### src/rtl/rbeg_pkg.sv
package rbeg_pkg;

  localparam int BUFFER_BYTES = 4096;
  localparam int ADDR_W = $clog2(BUFFER_BYTES);
  localparam int POS_W = $clog2(BUFFER_BYTES + 1);

  localparam logic [7:0] EPB_BYTE = 8'h03;
  localparam logic [2:0] TOP_BIT = 3'd7;
  localparam logic [5:0] LAST_ZERO = 6'd31;
  localparam logic [5:0] MAX_FIXED = 6'd32;

  typedef enum logic [2:0] {
    OP_CLEAR       = 3'd0,
    OP_LOAD        = 3'd1,
    OP_FIND        = 3'd2,
    OP_FIXED       = 3'd3,
    OP_UE          = 3'd4,
    OP_SE          = 3'd5,
    OP_RESET_COUNT = 3'd6
  } op_t;

  typedef enum logic [1:0] {
    ST_OK   = 2'd0,
    ST_FAIL = 2'd1,
    ST_LONG = 2'd2
  } status_t;

  typedef enum logic [2:0] {
    S_IDLE,
    S_TAKE,
    S_FETCH,
    S_PEEK,
    S_FIND,
    S_FIND_WAIT,
    S_DONE
  } state_t;

  typedef struct packed {
    logic              we;
    logic [ADDR_W-1:0] waddr;
    logic [7:0]        wdata;
    logic [ADDR_W-1:0] raddr;
  } mem_req_t;

  typedef struct packed {
    status_t            status;
    logic [15:0]        bits_consumed;
    logic [12:0]        byte_offset;
    logic signed [32:0] value;
  } result_t;

endpackage

### src/rtl/rbeg_seq.sv
module rbeg_seq (
  input  logic              clk,
  input  logic              rst,
  input  logic              start,
  input  rbeg_pkg::op_t     cmd_op,
  input  logic [7:0]        data_byte,
  input  logic [5:0]        bit_count,
  output logic              ready,
  output rbeg_pkg::mem_req_t mem_req,
  input  logic [7:0]        rd_data,
  output logic              done,
  output rbeg_pkg::result_t result,
  input  logic              ack
);
  import rbeg_pkg::*;

  state_t           state, state_next;
  op_t              op_r, op_r_next;
  status_t          status_r, status_r_next;
  logic [31:0]      acc, acc_next;
  logic [5:0]       n, n_next;
  logic [5:0]       cnt, cnt_next;
  logic             zero_phase, zero_phase_next;
  logic             fin_pend, fin_pend_next;
  logic [7:0]       cur_byte, cur_byte_next;
  logic             cur_valid, cur_valid_next;
  logic             prev1, prev1_next;
  logic             prev2, prev2_next;
  logic [POS_W-1:0] fill_count, fill_count_next;
  logic [POS_W-1:0] read_pos, read_pos_next;
  logic [2:0]       bit_pos, bit_pos_next;
  logic [1:0]       zero_run, zero_run_next;
  logic [15:0]      bit_counter, bit_counter_next;

  logic [32:0]      tag;
  logic [32:0]      half;
  logic [32:0]      ue_val;
  logic [32:0]      se_val;

  always_ff @(posedge clk) begin
    if (rst) begin
      state       <= S_IDLE;
      fill_count  <= '0;
      read_pos    <= '0;
      bit_pos     <= TOP_BIT;
      zero_run    <= 2'd0;
      bit_counter <= 16'd0;
    end else begin
      state       <= state_next;
      fill_count  <= fill_count_next;
      read_pos    <= read_pos_next;
      bit_pos     <= bit_pos_next;
      zero_run    <= zero_run_next;
      bit_counter <= bit_counter_next;
    end
  end

  always_ff @(posedge clk) begin
    op_r       <= op_r_next;
    status_r   <= status_r_next;
    acc        <= acc_next;
    n          <= n_next;
    cnt        <= cnt_next;
    zero_phase <= zero_phase_next;
    fin_pend   <= fin_pend_next;
    cur_byte   <= cur_byte_next;
    cur_valid  <= cur_valid_next;
    prev1      <= prev1_next;
    prev2      <= prev2_next;
  end

  always_comb begin
    logic             bit_val;
    logic             fin;
    logic [POS_W-1:0] rp;
    logic [1:0]       zr;
    logic             at_end;

    state_next       = state;
    op_r_next        = op_r;
    status_r_next    = status_r;
    acc_next         = acc;
    n_next           = n;
    cnt_next         = cnt;
    zero_phase_next  = zero_phase;
    fin_pend_next    = fin_pend;
    cur_byte_next    = cur_byte;
    cur_valid_next   = cur_valid;
    prev1_next       = prev1;
    prev2_next       = prev2;
    fill_count_next  = fill_count;
    read_pos_next    = read_pos;
    bit_pos_next     = bit_pos;
    zero_run_next    = zero_run;
    bit_counter_next = bit_counter;

    mem_req.we    = 1'b0;
    mem_req.waddr = fill_count[ADDR_W-1:0];
    mem_req.wdata = data_byte;
    mem_req.raddr = read_pos[ADDR_W-1:0];

    bit_val = cur_byte[bit_pos];
    fin     = 1'b0;
    rp      = read_pos + POS_W'(1);
    zr      = 2'd0;
    at_end  = (read_pos >= fill_count);

    unique case (state)
      S_IDLE: begin
        if (start) begin
          op_r_next      = cmd_op;
          status_r_next  = ST_OK;
          acc_next       = 32'd0;
          cnt_next       = 6'd0;
          fin_pend_next  = 1'b0;
          cur_valid_next = 1'b0;
          prev1_next     = 1'b0;
          prev2_next     = 1'b0;
          unique case (cmd_op)
            OP_CLEAR: begin
              fill_count_next  = '0;
              read_pos_next    = '0;
              bit_pos_next     = TOP_BIT;
              zero_run_next    = 2'd0;
              bit_counter_next = 16'd0;
              state_next       = S_DONE;
            end
            OP_LOAD: begin
              if (fill_count < POS_W'(BUFFER_BYTES)) begin
                mem_req.we      = 1'b1;
                fill_count_next = fill_count + POS_W'(1);
              end
              state_next = S_DONE;
            end
            OP_FIND: begin
              state_next = S_FIND;
            end
            OP_FIXED: begin
              n_next          = (bit_count > MAX_FIXED) ? MAX_FIXED : bit_count;
              zero_phase_next = 1'b0;
              state_next      = S_TAKE;
            end
            OP_UE, OP_SE: begin
              n_next          = 6'd0;
              zero_phase_next = 1'b1;
              state_next      = S_TAKE;
            end
            OP_RESET_COUNT: begin
              bit_counter_next = 16'd0;
              state_next       = S_DONE;
            end
            default: begin
              state_next = S_DONE;
            end
          endcase
        end
      end

      S_TAKE: begin
        if (!zero_phase && cnt == n) begin
          state_next = S_DONE;
        end else if (at_end) begin
          status_r_next = ST_FAIL;
          state_next    = S_DONE;
        end else if (!cur_valid) begin
          state_next = S_FETCH;
        end else begin
          bit_counter_next = bit_counter + 16'd1;
          if (zero_phase) begin
            if (bit_val) begin
              zero_phase_next = 1'b0;
              cnt_next        = 6'd0;
            end else begin
              n_next = n + 6'd1;
              if (n == LAST_ZERO) begin
                status_r_next = ST_LONG;
                fin           = 1'b1;
              end
            end
          end else begin
            acc_next = {acc[30:0], bit_val};
            cnt_next = cnt + 6'd1;
          end
          if (bit_pos != 3'd0) begin
            bit_pos_next = bit_pos - 3'd1;
            state_next   = fin ? S_DONE : S_TAKE;
          end else begin
            bit_pos_next   = TOP_BIT;
            read_pos_next  = rp;
            cur_valid_next = 1'b0;
            if (cur_byte == 8'd0) begin
              zr = (zero_run == 2'd2) ? 2'd2 : zero_run + 2'd1;
            end else begin
              zr = 2'd0;
            end
            zero_run_next = zr;
            if (zr == 2'd2 && rp < fill_count) begin
              mem_req.raddr = rp[ADDR_W-1:0];
              fin_pend_next = fin;
              state_next    = S_PEEK;
            end else begin
              state_next = fin ? S_DONE : S_TAKE;
            end
          end
        end
      end

      S_FETCH: begin
        cur_byte_next  = rd_data;
        cur_valid_next = 1'b1;
        state_next     = S_TAKE;
      end

      S_PEEK: begin
        if (rd_data != 8'd0) begin
          zero_run_next = 2'd0;
        end
        if (rd_data == EPB_BYTE) begin
          read_pos_next = rp;
        end else begin
          cur_byte_next  = rd_data;
          cur_valid_next = 1'b1;
        end
        state_next = fin_pend ? S_DONE : S_TAKE;
      end

      S_FIND: begin
        if (at_end) begin
          status_r_next = ST_FAIL;
          state_next    = S_DONE;
        end else begin
          state_next = S_FIND_WAIT;
        end
      end

      S_FIND_WAIT: begin
        prev2_next    = prev1;
        prev1_next    = (rd_data == 8'd0);
        read_pos_next = rp;
        if (prev2 && prev1 && rd_data == 8'd1) begin
          state_next = S_DONE;
        end else begin
          state_next = S_FIND;
        end
      end

      S_DONE: begin
        if (ack) begin
          state_next = S_IDLE;
        end
      end

      default: begin
        state_next = S_IDLE;
      end
    endcase
  end

  assign tag    = (33'd1 << n) | {1'b0, acc};
  assign half   = tag >> 1;
  assign ue_val = tag - 33'd1;
  assign se_val = tag[0] ? (33'd0 - half) : half;

  always_comb begin
    result.status        = status_r;
    result.bits_consumed = bit_counter;
    result.byte_offset   = 13'(read_pos);
    result.value         = 33'sd0;
    if (status_r == ST_OK) begin
      unique case (op_r)
        OP_FIXED: result.value = {1'b0, acc};
        OP_UE:    result.value = ue_val;
        OP_SE:    result.value = se_val;
        default:  result.value = 33'sd0;
      endcase
    end
  end

  assign ready = (state == S_IDLE);
  assign done  = (state == S_DONE);

  a_pos_in_fill: assert property (@(posedge clk) disable iff (rst)
    read_pos <= fill_count)
    else $error("read position beyond fill count");

  a_fill_bound: assert property (@(posedge clk) disable iff (rst)
    fill_count <= POS_W'(BUFFER_BYTES))
    else $error("fill count beyond buffer size");

  a_fill_idle_only: assert property (@(posedge clk) disable iff (rst)
    state != S_IDLE |=> $stable(fill_count))
    else $error("fill count changed during a command");

  a_counter_steps: assert property (@(posedge clk) disable iff (rst)
    (state != S_IDLE && state != S_TAKE) |=> $stable(bit_counter))
    else $error("bit counter moved outside a bit step");

  a_peek_zero_run: assert property (@(posedge clk) disable iff (rst)
    state == S_PEEK |-> zero_run == 2'd2)
    else $error("peek without two zero bytes");

endmodule

### config.mk
export PLATFORM = sky130hd
export DESIGN_NAME = rbeg_seq
export DESIGN_NICKNAME = d
export VERILOG_FILES = /design/src/rtl/rbeg_pkg.sv /design/src/rtl/rbeg_seq.sv
export SDC_FILE = /design/constraint.sdc
export NUM_CORES = 1
export LEC_CHECK = 0
export BUFFER_PORTS_ARGS = -buffer_cell sky130_fd_sc_hd__buf_2
export CELL_PAD_IN_SITES_DETAIL_PLACEMENT = 0
export CELL_PAD_IN_SITES_GLOBAL_PLACEMENT = 1
export CORE_ASPECT_RATIO = 0.7
export CORE_MARGIN = 2
export CORE_UTILIZATION = 25
export DETAILED_ROUTE_END_ITERATION = 10
export GPL_TIMING_DRIVEN = 0
export PLACE_DENSITY_LB_ADDON = 0.1
export SETUP_SLACK_MARGIN = 0.5
export SLEW_MARGIN = 20
export SYNTH_ARGS = -nofsm -noshare
export SYNTH_HDL_FRONTEND = slang
export SYNTH_SLANG_ARGS = --single-unit
### constraint.sdc
create_clock -name clk -period 3.94 [get_ports clk]
set_clock_uncertainty 0.1 [all_clocks]
set_input_delay 0.591 -clock clk [delete_from_list [all_inputs] [get_ports clk]]
set_output_delay 0.591 -clock clk [all_outputs]
set_load 0.02 [all_outputs]
# --- Word-level counts from Yosys, hierarchy flattened ---
# Cells that the tools add are included.
# W data, S select, Z words.
word_totals:
  elab_cells: 245
  out_inout_bits: 99
  latchBits: 0
  regBits: 112
  romBits: 0
  mem_count: 0
  ram_bits: 0
op_classes:
  shift: 1
  n_addsub: 9
  div: 0
  eq_ne: 44
  bitwise_logic: 1
  mux: 129
  magnitude_cmp: 5
  n_reduce_logical: 39
  multipliers: 0
op_table:
  columns: ["operator", "count"]
  rows:
  - ["$mux W32", 5]
  - ["$mux W13", 8]
  - ["$pmux W33 S3", 1]
  - ["$mux W16", 5]
  - ["$mux W6", 13]
  - ["$mux W12", 6]
  - ["$mux W33", 2]
  - ["$pmux W32 S2", 1]
  - ["$pmux W13 S4", 1]
  - ["$mux W2", 24]
  - ["$mux W3", 15]
  - ["$pmux W6 S2", 3]
  - ["$or A33 B32 Y33", 1]
  - ["$shl A1 B6 Y33 const A", 1]
  - ["$sub A1 B32 Y33 const A", 1]
  - ["$sub A33 B1 Y33 const B", 1]
  - ["$pmux W16 S2", 1]
  - ["$reduce_and A8 Y1", 4]
  - ["$ne A2 B2 Y1 const B", 15]
  - ["$reduce_and A6 Y1", 5]
  - ["$mux W1", 29]
  - ["$add A13 B1 Y13 const B", 2]
  - ["$pmux W13 S2", 1]
  - ["$eq A3 B3 Y1 const B", 8]
  - ["other kinds (42)", 75]

# --- Logic depth before layout (Yosys ltp) ---
depth:
  ltp_word: 16
  depth_mapped: 15
  ltp_nobuf: 12

# --- Worst setup path after synthesis ---
# Ideal clock, no wire load.
synth_path:
  path_kind: "reg-to-reg"
  from: "register read_pos[11]"
  to: "register acc[0], enable pin"
  period_less_slack_ns: 4.345
  path_buffers: 1
  arrival_ns: 3.813
  path_slack_ns: -0.405
  stages_incl_launch_ff: 10
  cell_sequence: "dfxtp_1 ha_1 a21o_1 a211o_1 a2111oi_2 o21ai_1 clkbuf_1 nor2_1 o21ai_0 a21oi_1"
synth_between:
  elab_chain_len: 3
synth_lines:
  columns: ["item", "line", "text"]
  rows:
  - ["start, declared", "rbeg_seq.sv:30", "logic [POS_W-1:0] read_pos, read_pos_next;"]
  - ["start signal, assigned", "rbeg_seq.sv:51", "read_pos <= read_pos_next;"]
  - ["$ge A13 B13 Y1", "rbeg_seq.sv:106", "at_end = (read_pos >= fill_count);"]
  - ["$ne A2 B2 Y1 (no line)", null, null]
  - ["$reduce_and A6 Y1 (no line)", null, null]
  - ["end signal, assigned", "rbeg_seq.sv:61", "acc <= acc_next;"]
  - ["end, declared", "rbeg_seq.sv:20", "logic [31:0] acc, acc_next;"]
# No other way between the ends.
# A chain may end at the register's enable or synchronous reset.

==> impl_metrics.json <==
{
  "run_status": "complete, but fails checks",
  "failed_checks": "negative setup slack",
  "cts_tree": "built",
  "place_worst_setup_slack_ps": -587.5,
  "r2r-end": "n[4]",
  "timing_worst_setup_path_type": "reg2out",
  "largest_net_degree_at_the_start_of_global_routing": 33,
  "worst-endpoint-arrival_ps": 3520,
  "timing.fmax_mhz": 237.7,
  "cts-root-buf": "clkbuf_16",
  "critical_path.startpoint_type": "register",
  "route.detailed.vias_per_inst": 5.374,
  "yosys.cell_count.top_type": "nor2_1",
  "report.final.setup_viol": 39,
  "clkTransAtPathRegs_ps": 80,
  "rows": 59,
  "maximum_root_to_sink_buffer_count": 2,
  "finalHoldViolCount": 0,
  "post_synth_num_cell_types": 81,
  "synthesis.area_per_instance_sq_um": 8.494,
  "wire_length_of_the_first_global_routing_pass_um": 61760,
  "port-buffer-count": 118,
  "die-area_sq_mm": 0.03903,
  "first_global_vias": 9329,
  "groute.usage.overall": 0.2101,
  "final_design_area_no_fill_sq_mm": 0.01371,
  "globalRoute.totalOverflow": 0,
  "detailed_place.area_sq_mm": 0.01105,
  "antenna_found_initial": 2,
  "synth.net_count": 1174,
  "final.period_utilization": 1.068,
  "rsz0062_at_grt": "true",
  "number_of_pins_with_negative_max_slew_slack_in_the_final_report": 0,
  "p_int_w": 0.003653,
  "routability_cong": 0.9221,
  "drv_cap": 0,
  "first_iter_violations": 926,
  "postSynthRegisterBits": 112,
  "max_slew.worst_pin.slew_ps": 984.8,
  "cts_buffers": 9,
  "worstReg2RegStart": "fill_count[11]",
  "power.share.clock": 0.141,
  "cts.sinks": 112,
  "place_hpwl_um": 31460,
  "worst_r2r_path_depth": 11,
  "number_of_routed_nets_with_antenna_violations": 0,
  "combPwrFrac": 0.583,
  "hold_buffers": 0,
  "report.power.total_w": 0.006980,
  "die_width_um": 235.3,
  "boundaryPins": 128,
  "power.density_mw_per_mm2": 509.2,
  "die_h_um": 165.9,
  "initial_core_utilization": 0.2526,
  "total_number_of_yosys_warnings": 0,
  "drt_pre_antenna_iters": 6,
  "fraction_of_final_layout_cells_sized_beyond_drive_strength_1": 0.3878,
  "crit_path_start": "read_pos[3]",
  "postLayoutSetupSlackWorst_ps": -266.2,
  "leakage_nw": 5.323,
  "num_vias": 9937,
  "avgRoutedWirePerCell_um": 22.64,
  "vdd_ir_drop_max_mv": 0.2971,
  "cts-htree-levels": 3,
  "synth_largest_area_cell": "edfxtp_1",
  "core_region_area_sq_mm": 0.03706,
  "insertion_delay_ps": 380,
  "netlist_top_cells_area": "edfxtp_1, dfxtp_1, ha_1",
  "max-slew-margin-rel": 0.3435,
  "power.net_switching_w": 0.003327,
  "fin_nets": 1426,
  "timing.critical_path.to": "mem_req[1]",
  "area_delta_synth_final_pct": 46.45,
  "hold_path_class": "in2reg",
  "post-synth-top-area-fraction": 0.1989,
  "seq_power_share": 0.277,
  "finalWirelength_um": 41860,
  "switching_share": 0.4766,
  "regToRegSetupSlack_ps": 710,
  "worst_setup_path_end_kind": "output pin",
  "remaining_routing_drc_violations": 0,
  "number_of_enable_flip_flop_cells_after_synthesis": 62,
  "synth_flop_cell": "edfxtp_1",
  "synthesis.area_sq_mm": 0.009360,
  "finalCriticalPeriod_ps": 4206,
  "synthCells": 1102,
  "ys_async_sr_fraction": 0,
  "critPathMaxFanout": 4,
  "synth.yosys.seq_area_share": 0.3058,
  "synth_common_cells": "nor2_1, nand2_1, a21oi_1",
  "critPathRequiredTime_ps": 3250
}
cell families after synthesis:
logic type | synth area share
simple gates | 0.2612
compound gates | 0.2103
buf+inv | 0.06483
flops | 0.3058
xor+xnor | 0.08421
fa+ha+maj | 0.05748
mux | 0.01617
power groups by stage:
stage	logic, W	clock network (W)	registers, W
after floorplan	0.00210	0	0.00180
after global placement	0.00311	0	0.00194
after detailed placement	0.00308	0	0.00194
after CTS	0.00369	0.00103	0.00193
after global routing	0.00433	0.00106	0.00196
final	0.00407	0.000983	0.00193
worst min-delay path by stage:
stage	from	to	slack (ps)	depth (start not counted)
finish	rd_data[4]	cur_byte[4]	310	1
global route	rd_data[4]	cur_byte[4]	290	1
CTS	rd_data[3]	cur_byte[3]	290	1
detailed placement	bit_counter[15]	bit_counter[15]	380	2
global placement	bit_counter[15]	bit_counter[15]	370	2
floorplan	fill_count[11]	fill_count[12]	360	2
state kept, by name, indices dropped and copies added (netlist names), 2 cells and up:
signal and cells:
op_r 3, status_r 2, bit_counter 16, fill_count 13
acc 32, state 3, cur_byte 8, read_pos 13
n 6, cnt 6, bit_pos 3, zero_run 2
critical path: stages (launching register included):
cell       delay [ps]
dfxtp_4           370
clkbuf_16         130
and4_4            230
nand2_2            50
or2_4             230
buf_8             130
nor2_4            100
xor2_2            220
ha_4              250
a21oi_4           180
o211a_1           260
a221oi_4          100
nor4_4            160
buf_6             170
buf_6             110
mux2_4            310
buf_6             130
cell type report:
class	count	area, sq um
diodes	2	5.005
plain buffers	96	688.2
clock buffers	14	296.5
clock inverters	2	10.01
fillers	3826	23350
inverters	32	127.6
multi-input cells	862	7251
flip-flops and latches	112	2897
well taps	488	610.6
repair buffers	241	1823
placed cells by master, fill, tap and decap left out, types with 36 or more instances in the layout:
master,instances
buf_6,44
nand2_1,67
a21oi_1,55
dfxtp_1,39
xnor2_1,44
o21ai_0,36
buf_4,146
and3_1,47
nor2_1,85
buf_2,86
edfxtp_1,62
clkbuf_1,36
stage by stage:
stage	hold slack (ps)	util	cells	TNS, ps
after floorplan	361.2	-	1102	0
after global placement	370.5	0.2982	1708	-34440
after detailed placement	380.4	0.2982	1708	-32850
after CTS	285.8	0.3478	1799	-8067
after global routing	292.7	0.3699	1849	-12040
final	311.2	0.3699	1849	-6015
metal layers:
metal,up-vias,track usage,routed length [um]
met5,-,0,0
met4,0,0.04874,586
met3,34,0.03973,3523
met2,371,0.2578,15410
met1,4874,0.3553,22340
li1,4658,-,-
what timing repair did:
item	in CTS	in global routing
endpoints found under the setup margin	111	111
pin swaps	92	72
cloned	1	0
gates resized for setup	225	107
endpoints found under the hold margin	0	0
buffers inserted	74	47
No activity file was read; power rests on OpenSTA's default activity.
